File: src/assert_macros.svh
// Assertion shorthands for the touch point filter blocks.
// Included by every module that carries concurrent checks; needs i_clk and i_rst_n in scope.
`ifndef ASSERT_MACROS_SVH
`define ASSERT_MACROS_SVH

// Clocked check, muted while reset is asserted.
`define ASSERT_CLK(lbl, prop, msg) \
    lbl: assert property (@(posedge i_clk) disable iff (!i_rst_n) prop) else $error(msg);

// Clocked check that also holds across reset.
`define ASSERT_CLK_NR(lbl, prop, msg) \
    lbl: assert property (@(posedge i_clk) prop) else $error(msg);

`endif

File: src/tpfh_pkg.sv
// Shared types and constants for the touch point filter and hold unit.
// No dependencies; imported by every module of the block.
package tpfh_pkg;

    localparam int ADC_BITS   = 12;
    localparam int SCR_W      = 320;
    localparam int SCR_H      = 240;
    localparam int X_W        = 9;
    localparam int Y_W        = 8;
    localparam int COORD_W    = 9;                      // quotient width, covers both axes
    localparam int NUM_W      = ADC_BITS + COORD_W;     // |v - start| * size
    localparam int DCNT_W     = $clog2(COORD_W);
    localparam int THR_W      = 8;
    localparam int RUN_W      = 8;
    localparam int CFG_IDX_W  = 3;
    localparam int CFG_DATA_W = 12;

    // reciprocal of ten, exact for 12-bit inputs
    localparam int RECIP10_W  = 13;
    localparam int RECIP10_SH = 16;
    localparam int Q10_W      = 9;
    localparam logic [RECIP10_W-1:0] RECIP10 = 13'd6554;

    localparam logic [COORD_W-1:0] SIZE_X = COORD_W'(SCR_W);
    localparam logic [COORD_W-1:0] SIZE_Y = COORD_W'(SCR_H);
    localparam logic [RUN_W-1:0]   RUN_MAX = '1;

    // register map
    localparam logic [CFG_IDX_W-1:0] CFG_X_START  = 3'd0;
    localparam logic [CFG_IDX_W-1:0] CFG_X_END    = 3'd1;
    localparam logic [CFG_IDX_W-1:0] CFG_Y_START  = 3'd2;
    localparam logic [CFG_IDX_W-1:0] CFG_Y_END    = 3'd3;
    localparam logic [CFG_IDX_W-1:0] CFG_SPREAD   = 3'd4;
    localparam logic [CFG_IDX_W-1:0] CFG_HOLD_THR = 3'd5;

    localparam logic [ADC_BITS-1:0] RST_X_START  = 12'd180;
    localparam logic [ADC_BITS-1:0] RST_X_END    = 12'd3900;
    localparam logic [ADC_BITS-1:0] RST_Y_START  = 12'd260;
    localparam logic [ADC_BITS-1:0] RST_Y_END    = 12'd3700;
    localparam logic [ADC_BITS-1:0] RST_SPREAD   = 12'd2;
    localparam logic [THR_W-1:0]    RST_HOLD_THR = 8'd10;

    typedef struct packed {
        logic                pen_down;
        logic [ADC_BITS-1:0] x_sample_0;
        logic [ADC_BITS-1:0] x_sample_1;
        logic [ADC_BITS-1:0] x_sample_2;
        logic [ADC_BITS-1:0] x_sample_3;
        logic [ADC_BITS-1:0] y_sample_0;
        logic [ADC_BITS-1:0] y_sample_1;
        logic [ADC_BITS-1:0] y_sample_2;
        logic [ADC_BITS-1:0] y_sample_3;
    } t_in_word;

    typedef struct packed {
        logic           touched;
        logic           idle;
        logic           hold;
        logic           point_updated;
        logic [X_W-1:0] screen_x;
        logic [Y_W-1:0] screen_y;
    } t_out_word;

    typedef enum logic {AX_X, AX_Y} t_axis;

    typedef enum logic [2:0] {
        ST_IDLE, ST_FILT, ST_RECIP, ST_TRUNC, ST_SCALE, ST_DIV_GO, ST_DIV_WAIT, ST_COMMIT
    } t_state;

    typedef struct packed {
        logic  load;
        logic  filt;
        logic  recip;
        logic  trunc;
        logic  scale;
        logic  div_start;
        logic  commit;
        t_axis axis;
    } t_dp_cmd;

    typedef struct packed {
        logic pen;
        logic pass;
        logic div_done;
    } t_dp_sts;

endpackage

File: src/tpfh_div.sv
// Restoring divider for the pixel scaling, one quotient bit per cycle.
// Depends on tpfh_pkg and assert_macros.svh.
`include "assert_macros.svh"

module tpfh_div (
    input  logic                         i_clk,
    input  logic                         i_rst_n,
    input  logic                         i_start,
    input  logic [tpfh_pkg::NUM_W-1:0]   i_num,
    input  logic [tpfh_pkg::NUM_W-1:0]   i_lim,
    input  logic [tpfh_pkg::ADC_BITS-1:0] i_den,
    input  logic                         i_zero,
    input  logic [tpfh_pkg::COORD_W-1:0] i_sat,
    output logic                         o_done,
    output logic [tpfh_pkg::COORD_W-1:0] o_quo
);
    import tpfh_pkg::*;

    logic               r_busy, n_busy;
    logic               r_done, n_done;
    logic [NUM_W-1:0]   r_rem, n_rem;
    logic [NUM_W-1:0]   r_dsh, n_dsh;
    logic [COORD_W-1:0] r_quo, n_quo;
    logic [COORD_W-1:0] r_sat, n_sat;
    logic [DCNT_W-1:0]  r_cnt, n_cnt;

    always_comb begin
        n_busy = r_busy;
        n_done = 1'b0;
        n_rem  = r_rem;
        n_dsh  = r_dsh;
        n_quo  = r_quo;
        n_sat  = r_sat;
        n_cnt  = r_cnt;
        if (i_start) begin
            n_sat = i_sat;
            if (i_zero) begin
                // flat calibration, or sign puts the point before the start edge
                n_quo  = '0;
                n_done = 1'b1;
            end else if (i_num >= i_lim) begin
                n_quo  = i_sat;
                n_done = 1'b1;
            end else begin
                // quotient fits COORD_W bits here
                n_busy = 1'b1;
                n_rem  = i_num;
                n_dsh  = NUM_W'(i_den) << (COORD_W - 1);
                n_cnt  = DCNT_W'(COORD_W - 1);
                n_quo  = '0;
            end
        end else if (r_busy) begin
            if (r_rem >= r_dsh) begin
                n_rem = r_rem - r_dsh;
                n_quo = {r_quo[COORD_W-2:0], 1'b1};
            end else begin
                n_quo = {r_quo[COORD_W-2:0], 1'b0};
            end
            n_dsh = r_dsh >> 1;
            n_cnt = r_cnt - 1'b1;
            if (r_cnt == '0) begin
                n_busy = 1'b0;
                n_done = 1'b1;
            end
        end
    end

    always_ff @(posedge i_clk) begin
        if (!i_rst_n) begin
            r_busy <= 1'b0;
            r_done <= 1'b0;
        end else begin
            r_busy <= n_busy;
            r_done <= n_done;
        end
    end

    always_ff @(posedge i_clk) begin
        r_rem <= n_rem;
        r_dsh <= n_dsh;
        r_quo <= n_quo;
        r_sat <= n_sat;
        r_cnt <= n_cnt;
    end

    assign o_done = r_done;
    assign o_quo  = r_quo;

    `ASSERT_CLK(a_div_start_idle, i_start |-> !r_busy, "divider started while busy")
    `ASSERT_CLK(a_div_done_pulse, r_done |=> !r_done, "divider done held over two cycles")
    `ASSERT_CLK(a_div_quo_range, r_done |-> (r_quo <= r_sat), "quotient beyond screen edge")
    `ASSERT_CLK_NR(a_div_rst, !i_rst_n |=> (!r_done && !r_busy), "divider active after reset")

endmodule

File: src/tpfh_ctrl.sv
// Sequencer for one touch update: filter, scale and divide per axis, then commit.
// Depends on tpfh_pkg and assert_macros.svh.
`include "assert_macros.svh"

module tpfh_ctrl (
    input  logic              i_clk,
    input  logic              i_rst_n,
    input  logic              i_in_valid,
    output logic              o_in_stall,
    output logic              o_out_valid,
    input  logic              i_out_stall,
    output tpfh_pkg::t_dp_cmd o_cmd,
    input  tpfh_pkg::t_dp_sts i_sts
);
    import tpfh_pkg::*;

    t_state r_state, n_state;
    t_axis  r_axis, n_axis;
    logic   r_out_valid, n_out_valid;

    always_ff @(posedge i_clk) begin
        if (!i_rst_n) begin
            r_state     <= ST_IDLE;
            r_axis      <= AX_X;
            r_out_valid <= 1'b0;
        end else begin
            r_state     <= n_state;
            r_axis      <= n_axis;
            r_out_valid <= n_out_valid;
        end
    end

    always_comb begin
        n_state     = r_state;
        n_axis      = r_axis;
        n_out_valid = r_out_valid && i_out_stall;
        o_cmd       = '0;
        o_cmd.axis  = r_axis;
        o_in_stall  = (r_state != ST_IDLE);
        case (r_state)
            ST_IDLE: begin
                if (i_in_valid) begin
                    o_cmd.load = 1'b1;
                    n_axis     = AX_X;
                    n_state    = ST_FILT;
                end
            end
            ST_FILT: begin
                if (!i_sts.pen) begin
                    n_state = ST_COMMIT;
                end else begin
                    o_cmd.filt = 1'b1;
                    n_state    = ST_RECIP;
                end
            end
            ST_RECIP: begin
                // a rejected axis ends the point update
                if (!i_sts.pass) begin
                    n_state = ST_COMMIT;
                end else begin
                    o_cmd.recip = 1'b1;
                    n_state     = ST_TRUNC;
                end
            end
            ST_TRUNC: begin
                o_cmd.trunc = 1'b1;
                n_state     = ST_SCALE;
            end
            ST_SCALE: begin
                o_cmd.scale = 1'b1;
                n_state     = ST_DIV_GO;
            end
            ST_DIV_GO: begin
                o_cmd.div_start = 1'b1;
                n_state         = ST_DIV_WAIT;
            end
            ST_DIV_WAIT: begin
                if (i_sts.div_done) begin
                    if (r_axis == AX_X) begin
                        n_axis  = AX_Y;
                        n_state = ST_FILT;
                    end else begin
                        n_state = ST_COMMIT;
                    end
                end
            end
            ST_COMMIT: begin
                if (!r_out_valid || !i_out_stall) begin
                    o_cmd.commit = 1'b1;
                    n_out_valid  = 1'b1;
                    n_state      = ST_IDLE;
                end
            end
            default: n_state = ST_IDLE;
        endcase
    end

    assign o_out_valid = r_out_valid;

    `ASSERT_CLK(a_commit_free, o_cmd.commit |-> !(r_out_valid && i_out_stall), "commit over held word")
    `ASSERT_CLK(a_out_from_commit, $rose(r_out_valid) |-> $past(o_cmd.commit), "word without commit")
    `ASSERT_CLK(a_done_in_wait, i_sts.div_done |-> (r_state == ST_DIV_WAIT), "stray divider done")

endmodule

File: src/tpfh_dp.sv
// Datapath: config registers, sort and spread filter, rounding, scaling, hold tracking.
// Depends on tpfh_pkg and tpfh_div.
module tpfh_dp (
    input  logic                            i_clk,
    input  logic                            i_rst_n,
    input  tpfh_pkg::t_in_word              i_in_word,
    input  logic                            i_cfg_we,
    input  logic [tpfh_pkg::CFG_IDX_W-1:0]  i_cfg_idx,
    input  logic [tpfh_pkg::CFG_DATA_W-1:0] i_cfg_data,
    input  tpfh_pkg::t_dp_cmd               i_cmd,
    output tpfh_pkg::t_dp_sts               o_sts,
    output tpfh_pkg::t_out_word             o_out_word
);
    import tpfh_pkg::*;

    // config
    logic [ADC_BITS-1:0] r_x_start, r_x_end, r_y_start, r_y_end, r_spread;
    logic [THR_W-1:0]    r_hold_thr;

    // per-item work registers
    t_in_word            r_in;
    logic                r_pass;
    logic [ADC_BITS-1:0] r_avg;
    logic [Q10_W-1:0]    r_q10;
    logic [ADC_BITS-1:0] r_val;
    logic [NUM_W-1:0]    r_num, r_lim;
    logic [ADC_BITS-1:0] r_den;
    logic                r_zero;
    logic [X_W-1:0]      r_new_x;
    logic [Y_W-1:0]      r_new_y;

    // tracked state
    logic                r_last;
    logic [RUN_W-1:0]    r_run, n_run;
    logic                r_hold, n_hold;
    logic [X_W-1:0]      r_stored_x;
    logic [Y_W-1:0]      r_stored_y;
    t_out_word           r_out_word, n_out_word;

    logic [ADC_BITS-1:0] s0, s1, s2, s3;
    logic [ADC_BITS-1:0] l0, h0, l1, h1, m1, m2;
    logic [ADC_BITS-1:0] srt0, srt1, srt2, srt3;
    logic                pass;
    logic [ADC_BITS:0]   mid_sum;
    logic [ADC_BITS+RECIP10_W-1:0] recip_prod;
    logic [ADC_BITS-1:0] trunc_val;
    logic [ADC_BITS-1:0] cal_start, cal_end;
    logic [COORD_W-1:0]  size, sat;
    logic signed [ADC_BITS:0] diff, span;
    logic [ADC_BITS-1:0] abs_diff, abs_span;
    logic [NUM_W-1:0]    num, lim;
    logic                zero;
    logic                div_done;
    logic [COORD_W-1:0]  div_quo;
    logic                pen, idle, updated;

    // -------- sort network and spread test --------
    always_comb begin
        if (i_cmd.axis == AX_X) begin
            s0 = r_in.x_sample_0;
            s1 = r_in.x_sample_1;
            s2 = r_in.x_sample_2;
            s3 = r_in.x_sample_3;
        end else begin
            s0 = r_in.y_sample_0;
            s1 = r_in.y_sample_1;
            s2 = r_in.y_sample_2;
            s3 = r_in.y_sample_3;
        end
        l0   = (s0 <= s1) ? s0 : s1;
        h0   = (s0 <= s1) ? s1 : s0;
        l1   = (s2 <= s3) ? s2 : s3;
        h1   = (s2 <= s3) ? s3 : s2;
        srt0 = (l0 <= l1) ? l0 : l1;
        m1   = (l0 <= l1) ? l1 : l0;
        m2   = (h0 <= h1) ? h0 : h1;
        srt3 = (h0 <= h1) ? h1 : h0;
        srt1 = (m1 <= m2) ? m1 : m2;
        srt2 = (m1 <= m2) ? m2 : m1;
        pass = ((srt1 - srt0) < r_spread) && ((srt2 - srt1) < r_spread)
            && ((srt3 - srt2) < r_spread);
        mid_sum = {1'b0, srt1} + {1'b0, srt2};
    end

    // -------- round down to a multiple of ten --------
    assign recip_prod = r_avg * RECIP10;
    assign trunc_val  = {r_q10, 3'b000} + ADC_BITS'({r_q10, 1'b0});

    // -------- scale setup --------
    always_comb begin
        if (i_cmd.axis == AX_X) begin
            cal_start = r_x_start;
            cal_end   = r_x_end;
            size      = SIZE_X;
        end else begin
            cal_start = r_y_start;
            cal_end   = r_y_end;
            size      = SIZE_Y;
        end
        sat      = size - 1'b1;
        diff     = $signed({1'b0, r_val}) - $signed({1'b0, cal_start});
        span     = $signed({1'b0, cal_end}) - $signed({1'b0, cal_start});
        abs_diff = diff[ADC_BITS] ? ADC_BITS'(-diff) : diff[ADC_BITS-1:0];
        abs_span = span[ADC_BITS] ? ADC_BITS'(-span) : span[ADC_BITS-1:0];
        num      = NUM_W'(abs_diff) * NUM_W'(size);
        lim      = NUM_W'(abs_span) * NUM_W'(size);
        // opposite signs floor to a negative value, which clamps to zero
        zero     = (span == '0) || ((diff != '0) && (diff[ADC_BITS] != span[ADC_BITS]));
    end

    tpfh_div u_div (
        .i_clk   (i_clk),
        .i_rst_n (i_rst_n),
        .i_start (i_cmd.div_start),
        .i_num   (r_num),
        .i_lim   (r_lim),
        .i_den   (r_den),
        .i_zero  (r_zero),
        .i_sat   (sat),
        .o_done  (div_done),
        .o_quo   (div_quo)
    );

    // -------- press run, hold and output word --------
    always_comb begin
        pen     = r_in.pen_down;
        idle    = !pen && !r_last;
        updated = pen && r_pass;
        if (!pen) begin
            n_run = '0;
        end else if (r_last && (r_run != RUN_MAX)) begin
            n_run = r_run + 1'b1;
        end else begin
            n_run = r_run;
        end
        n_hold = (pen && r_hold) || (n_run >= r_hold_thr);
        n_out_word.touched       = pen;
        n_out_word.idle          = idle;
        n_out_word.hold          = idle ? r_hold : n_hold;
        n_out_word.point_updated = updated;
        n_out_word.screen_x      = updated ? r_new_x : r_stored_x;
        n_out_word.screen_y      = updated ? r_new_y : r_stored_y;
    end

    always_ff @(posedge i_clk) begin
        if (!i_rst_n) begin
            r_x_start  <= RST_X_START;
            r_x_end    <= RST_X_END;
            r_y_start  <= RST_Y_START;
            r_y_end    <= RST_Y_END;
            r_spread   <= RST_SPREAD;
            r_hold_thr <= RST_HOLD_THR;
        end else if (i_cfg_we) begin
            case (i_cfg_idx)
                CFG_X_START:  r_x_start  <= i_cfg_data;
                CFG_X_END:    r_x_end    <= i_cfg_data;
                CFG_Y_START:  r_y_start  <= i_cfg_data;
                CFG_Y_END:    r_y_end    <= i_cfg_data;
                CFG_SPREAD:   r_spread   <= i_cfg_data;
                CFG_HOLD_THR: r_hold_thr <= i_cfg_data[THR_W-1:0];
                default: ;
            endcase
        end
    end

    always_ff @(posedge i_clk) begin
        if (!i_rst_n) begin
            r_last     <= 1'b0;
            r_run      <= '0;
            r_hold     <= 1'b0;
            r_stored_x <= '0;
            r_stored_y <= '0;
            r_pass     <= 1'b0;
        end else begin
            if (i_cmd.load) begin
                r_pass <= 1'b0;
            end else if (i_cmd.filt) begin
                r_pass <= pass;
            end
            if (i_cmd.commit && !idle) begin
                r_last <= pen;
                r_run  <= n_run;
                r_hold <= n_hold;
                if (updated) begin
                    r_stored_x <= r_new_x;
                    r_stored_y <= r_new_y;
                end
            end
        end
    end

    always_ff @(posedge i_clk) begin
        if (i_cmd.load) begin
            r_in <= i_in_word;
        end
        if (i_cmd.filt) begin
            r_avg <= mid_sum[ADC_BITS:1];
        end
        if (i_cmd.recip) begin
            r_q10 <= recip_prod[RECIP10_SH +: Q10_W];
        end
        if (i_cmd.trunc) begin
            r_val <= trunc_val;
        end
        if (i_cmd.scale) begin
            r_num  <= num;
            r_lim  <= lim;
            r_den  <= abs_span;
            r_zero <= zero;
        end
        if (div_done) begin
            case (i_cmd.axis)
                AX_X:    r_new_x <= div_quo[X_W-1:0];
                AX_Y:    r_new_y <= div_quo[Y_W-1:0];
                default: ;
            endcase
        end
        if (i_cmd.commit) begin
            r_out_word <= n_out_word;
        end
    end

    assign o_sts.pen      = r_in.pen_down;
    assign o_sts.pass     = r_pass;
    assign o_sts.div_done = div_done;
    assign o_out_word     = r_out_word;

endmodule

File: src/touch_point_filter_and_hold_unit.sv
// Touch point filter and hold unit, top level. Uses tpfh_pkg, tpfh_ctrl, tpfh_dp.
// With the pen up a word goes from capture through the pen check to commit; pressed, each
// axis passes sort, reciprocal, truncate, scale, divider start, up to 9 divider steps, done.
// One word is in flight at a time: the next word is taken once the controller is back in
// idle after the commit, and a result still held by a stall delays the commit.
// Reset (sync, active low) loads calibration defaults and clears point and hold state.
module touch_point_filter_and_hold_unit (
    input  logic                            i_clk,
    input  logic                            i_rst_n,
    // input words: pen flag and four raw samples per axis
    input  logic                            i_in_valid,
    output logic                            o_in_stall,
    input  tpfh_pkg::t_in_word              i_in_word,
    // result words
    output logic                            o_out_valid,
    input  logic                            i_out_stall,
    output tpfh_pkg::t_out_word             o_out_word,
    // register writes, only while no update is in flight
    input  logic                            i_cfg_we,
    input  logic [tpfh_pkg::CFG_IDX_W-1:0]  i_cfg_idx,
    input  logic [tpfh_pkg::CFG_DATA_W-1:0] i_cfg_data
);
    import tpfh_pkg::*;

    t_dp_cmd cmd;
    t_dp_sts sts;

    // Controller walks each word through: capture, sort/spread check, reciprocal
    // multiply, multiple-of-ten truncation, calibration scaling, divide. X first,
    // then Y; a rejected axis or a released pen jumps straight to commit.
    tpfh_ctrl u_ctrl (
        .i_clk       (i_clk),
        .i_rst_n     (i_rst_n),
        .i_in_valid  (i_in_valid),
        .o_in_stall  (o_in_stall),
        .o_out_valid (o_out_valid),
        .i_out_stall (i_out_stall),
        .o_cmd       (cmd),
        .i_sts       (sts)
    );

    // Datapath owns the registers, stored point, press run and the output word
    // register; the output register lets a new word start while the last result waits.
    tpfh_dp u_dp (
        .i_clk      (i_clk),
        .i_rst_n    (i_rst_n),
        .i_in_word  (i_in_word),
        .i_cfg_we   (i_cfg_we),
        .i_cfg_idx  (i_cfg_idx),
        .i_cfg_data (i_cfg_data),
        .i_cmd      (cmd),
        .o_sts      (sts),
        .o_out_word (o_out_word)
    );

endmodule

File: config.mk
export PLATFORM = sky130hd
export DESIGN_NAME = touch_point_filter_and_hold_unit
export DESIGN_NICKNAME = d
export VERILOG_FILES = /design/src/tpfh_pkg.sv /design/src/tpfh_div.sv /design/src/tpfh_ctrl.sv /design/src/tpfh_dp.sv /design/src/touch_point_filter_and_hold_unit.sv
export VERILOG_INCLUDE_DIRS = /design/src /design/src/src
export SDC_FILE = /design/constraint.sdc
export NUM_CORES = 1
export LEC_CHECK = 0
export ABC_AREA = 0
export ABC_CLOCK_PERIOD_IN_PS = 30100
export BUFFER_PORTS_ARGS = -buffer_cell sky130_fd_sc_hd__clkbuf_2
export CORE_MARGIN = 1.5
export CORE_UTILIZATION = 25
export CTS_CLUSTER_SIZE = 16
export DETAILED_ROUTE_END_ITERATION = 16
export GPL_ROUTABILITY_DRIVEN = 0
export PLACE_DENSITY_LB_ADDON = 0.25
export RECOVER_POWER = 25
export SLEW_MARGIN = 10
export SYNTH_ARGS = -nofsm -noshare
export SYNTH_HDL_FRONTEND = slang
export SYNTH_SLANG_ARGS = --single-unit
File: constraint.sdc
create_clock -name i_clk -period 30.1 [get_ports i_clk]
set_input_delay 4.515 -clock i_clk [delete_from_list [all_inputs] [get_ports i_clk]]
set_output_delay 4.515 -clock i_clk [all_outputs]
set_load 0.01 [all_outputs]
==> impl_results.md <==
- Fill count: roughly 12000
- Clk pwr share: 0.152
- Placed instance area: 0.0306 mm^2
- Drt drc: 0
- Initial DRC Count: around 930
- Total negative slack: 0 ns
- Final core utilization: 0.285
- Internal: around 1900 uW
- Synth cell count leaders: ha_1 (402), inv_1 (369), nand2_1 (294)
- Status: complete, but fails checks
- Die area: about 0.11 mm^2
- Hold buffer count at cts: 0
- Setup crit end: u_dp.r_pass
- Min cycle time layout: ~13 ns
- P per Cell Area: 107 mW/mm^2
- Mapped Area: approximately 0.028 mm^2
- Reg2Reg Depth: 45
- Global-route wire length before repair: 110 mm
- Pleak: between 0.01 and 0.015 uW
- Crit path capture type: flip-flop
- #FFs+latches synth: between 300 and 400
- Routed Antenna Nets: 0
- Max IR drop VDD: roughly 0.087 mV
- Switching pwr: about 1500 uW
- Distinct cells, synth: 87
- Share of cells above drive strength 1: 0.113
- Gr usage total: 0.121
- CP Max Fanout: 59
- Largest stage delay, worst path: a little over 0.8 ns
- Ports: between 100 and 150
- Largest net degree at the start of global routing: 78
- Finished Cell Area: approximately 0.032 mm^2
- Number of synthesized flops with an enable pin: 268
- Num rows: approximately 120
- Asr flop ratio synth: 0
- Post-synthesis sequential area ratio: 0.359
- DIE WIDTH: 339 um
- Post-cts gate resize count: 0
- H-tree Lvls: 2
- CP arrival: between 10 and 15 ns
- Max Freq: 79.7 MHz
- Ys Warns: 0
- Detailed Routing Iterations Pass 1: 5
- Total grt overflow: 0
- Comb power frac: 0.658
- DIE HEIGHT: 339 um
- Sink Count: 371
- Core area: between 0.1 and 0.15 mm^2
- Final Cycle Share: 0.417
- FF-to-FF Start: u_ctrl.r_axis
- Antenna violations before repair: 12
- Switching share of power: 0.444
- Post-synth top area share: 0.285
- CP max stage cell: dfxtp_1
- Pins Over Slew Limit: 165
- Tot Pwr: 3410 uW
- Final WL: between 60 and 70 mm
- Most frequent cell after synthesis: ha_1
- Synth area leader: edfxtp_1
- Worst-margin pin slew: between 2 and 3 ns
- FF-to-FF setup slack: between 15 and 20 ns
- Failing checks: max-capacitance violations, max-slew violations
- Synth Area per Inst: slightly below 10 um^2
- Final Setup Violations: 0
- Post-Syn Nets: 3444
- CTS Buf Count: 44
- Fin Hold WS: 0.436 ns
- RSZ-0062 raised after global routing: false
- Vias per inst: around 4.3
- CTS root buffer: clkbuf_16
- CTS tree: yes
- Reg clk slew, reported paths: about 0.060 ns
- Initial Utilization: 0.251
- Relative slew slack: -0.939
- Vias in the first global route: 19400
- Crit Path Category: flip-flop to flip-flop
- MaxCap Viol Count: 4
- Final hold vios: 0
- Skew final: 0.0213 ns
- Nets@finish: 3565
- WL/cell: about 16 um
- Top_reg_cell synth: edfxtp_1
- Port Buffers: 139
- Startpoint Class: flip-flop
- Area delta synth->final: 13.4%
- Sequential Power Share: 0.190
- Setup repair bufs after CTS: 0
- Synth top area cells: edfxtp_1 (29%), ha_1 (18%), dfxtp_1 (7.3%)
- DP HPWL: ~56 mm
- Required time worst endpoint: slightly above 30 ns
- Vias: approximately 20000
- CTS max path bufs: 3
- Cells after Synth: between 2000 and 3000
- Worst skew pair latency: ~0.58 ns
- CP Launch Point: u_ctrl.r_axis
- FF-to-FF End: u_dp.r_pass
- Hold Crit Class: flip-flop to flip-flop
## routing by layer
| metal | vias to the layer above | share of wire | track usage |
|---|---|---|---|
| met4 | 16 | 0.016 | 0.0234 |
| li1 | 10100 | - | - |
| met5 | - | 0.0013 | 0 |
| met3 | 79 | 0.046 | 0.0267 |
| met1 | 9119 | 0.46 | 0.158 |
| met2 | 220 | 0.48 | 0.205 |
## cell type report
| class | instances | area [um^2] | area share |
|---|---|---|---|
| Tap cell | 1500 | 1880 | 0.0587 |
| Inverter | 373 | 1400 | 0.0438 |
| Clock inverter | 30 | 231 | 0.00724 |
| Antenna cell | 1 | 2.50 | 0.0000783 |
| Timing Repair Buffer | 159 | 831 | 0.0260 |
| Sequential cell | 371 | 10100 | 0.316 |
| Clock buffer | 50 | 1150 | 0.0361 |
| Multi-Input combinational cell | 2012 | 16400 | 0.512 |
## critical path: cells and delay by family, from the launching register on
family                   cells  cell delay, ns
AND/OR/NAND/NOR              9            2.03
AO/OA/AOI/OAI               22            4.73
XOR/XNOR                     1            0.14
multiplexers                 2            0.85
buffers and inverters        6            2.11
adder cells (fa/ha/maj)      5            1.71
flip-flops                   1            0.81
## worst min path at each step
| stage | startpoint | end | slack (ns) | cells past startpoint |
|---|---|---|---|---|
| 6_report | u_dp.u_div.o_quo[8] | u_dp.r_new_x[8] | 0.44 | 0 |
| 5_1_grt | u_dp.u_div.o_quo[8] | u_dp.r_new_x[8] | 0.45 | 0 |
| 4_1_cts | u_dp.u_div.o_quo[8] | u_dp.r_new_x[8] | 0.44 | 0 |
| 3_5_place_dp | u_dp.u_div.o_quo[8] | u_dp.r_new_x[8] | 0.42 | 0 |
| 3_3_place_gp | u_dp.u_div.o_quo[8] | u_dp.r_new_x[8] | 0.43 | 0 |
| 2_1_floorplan | u_dp.u_div.o_quo[8] | u_dp.r_new_x[8] | 0.40 | 0 |
## registers in the layout, indices dropped and copies added (netlist names), 17 cells and up
register and count:
u_dp.r_num 17, u_dp.u_div.r_rem 21, u_dp.o_out_word 21, u_dp.u_div.r_dsh 20
u_dp.r_lim 17, u_dp.r_in 96
## cell usage in the layout (no fill, tap or decap), types with 12 or more instances in the layout
master / count
o21a_1: 27
o21bai_1: 16
a21oi_1: 200
clkbuf_2: 139
a21boi_0: 15
and2_1: 19
xnor2_1: 98
nand4_1: 15
xor2_1: 41
o211ai_1: 14
nand3_1: 48
nor2_1: 164
nor3_1: 27
inv_1: 369
mux2_2: 75
a211oi_1: 12
clkbuf_16: 45
buf_4: 16
edfxtp_1: 268
a21o_1: 56
or3_1: 14
nand2b_1: 29
ha_1: 402
o21ai_0: 94
dfxtp_1: 103
nand2_1: 294
fa_1: 85
nor2b_1: 32
mux2i_1: 106
## kinds of logic (layout without fill, tap and decap cells)
group           Yosys count  in the layout  synth area share
flops                   371            371             0.359
fa+ha+maj               488            488             0.239
other cells               0              1                 0
compound gates          509            509             0.113
buf+inv                 457            612            0.0623
xor+xnor                139            139            0.0432
mux                     190            190            0.0734
simple gates            686            686             0.110
## power by group through the flow
stage          logic, uW  clock network [uW]  registers (uW)
6_report            2240                 519             648
5_1_grt             2580                 559             651
4_1_cts             2270                 539             648
3_5_place_dp        2240                   0             659
3_3_place_gp        2250                   0             659
2_1_floorplan       1690                   0             650
## through the flow
stage,std cells,setup slack (ns)
finish,4496,17.55
floorplan,2840,18.41
CTS,4495,17.98
global route,4495,16.61
detailed placement,4415,18.04
global placement,4415,18.18
No activity file was read; power rests on OpenSTA's default activity.
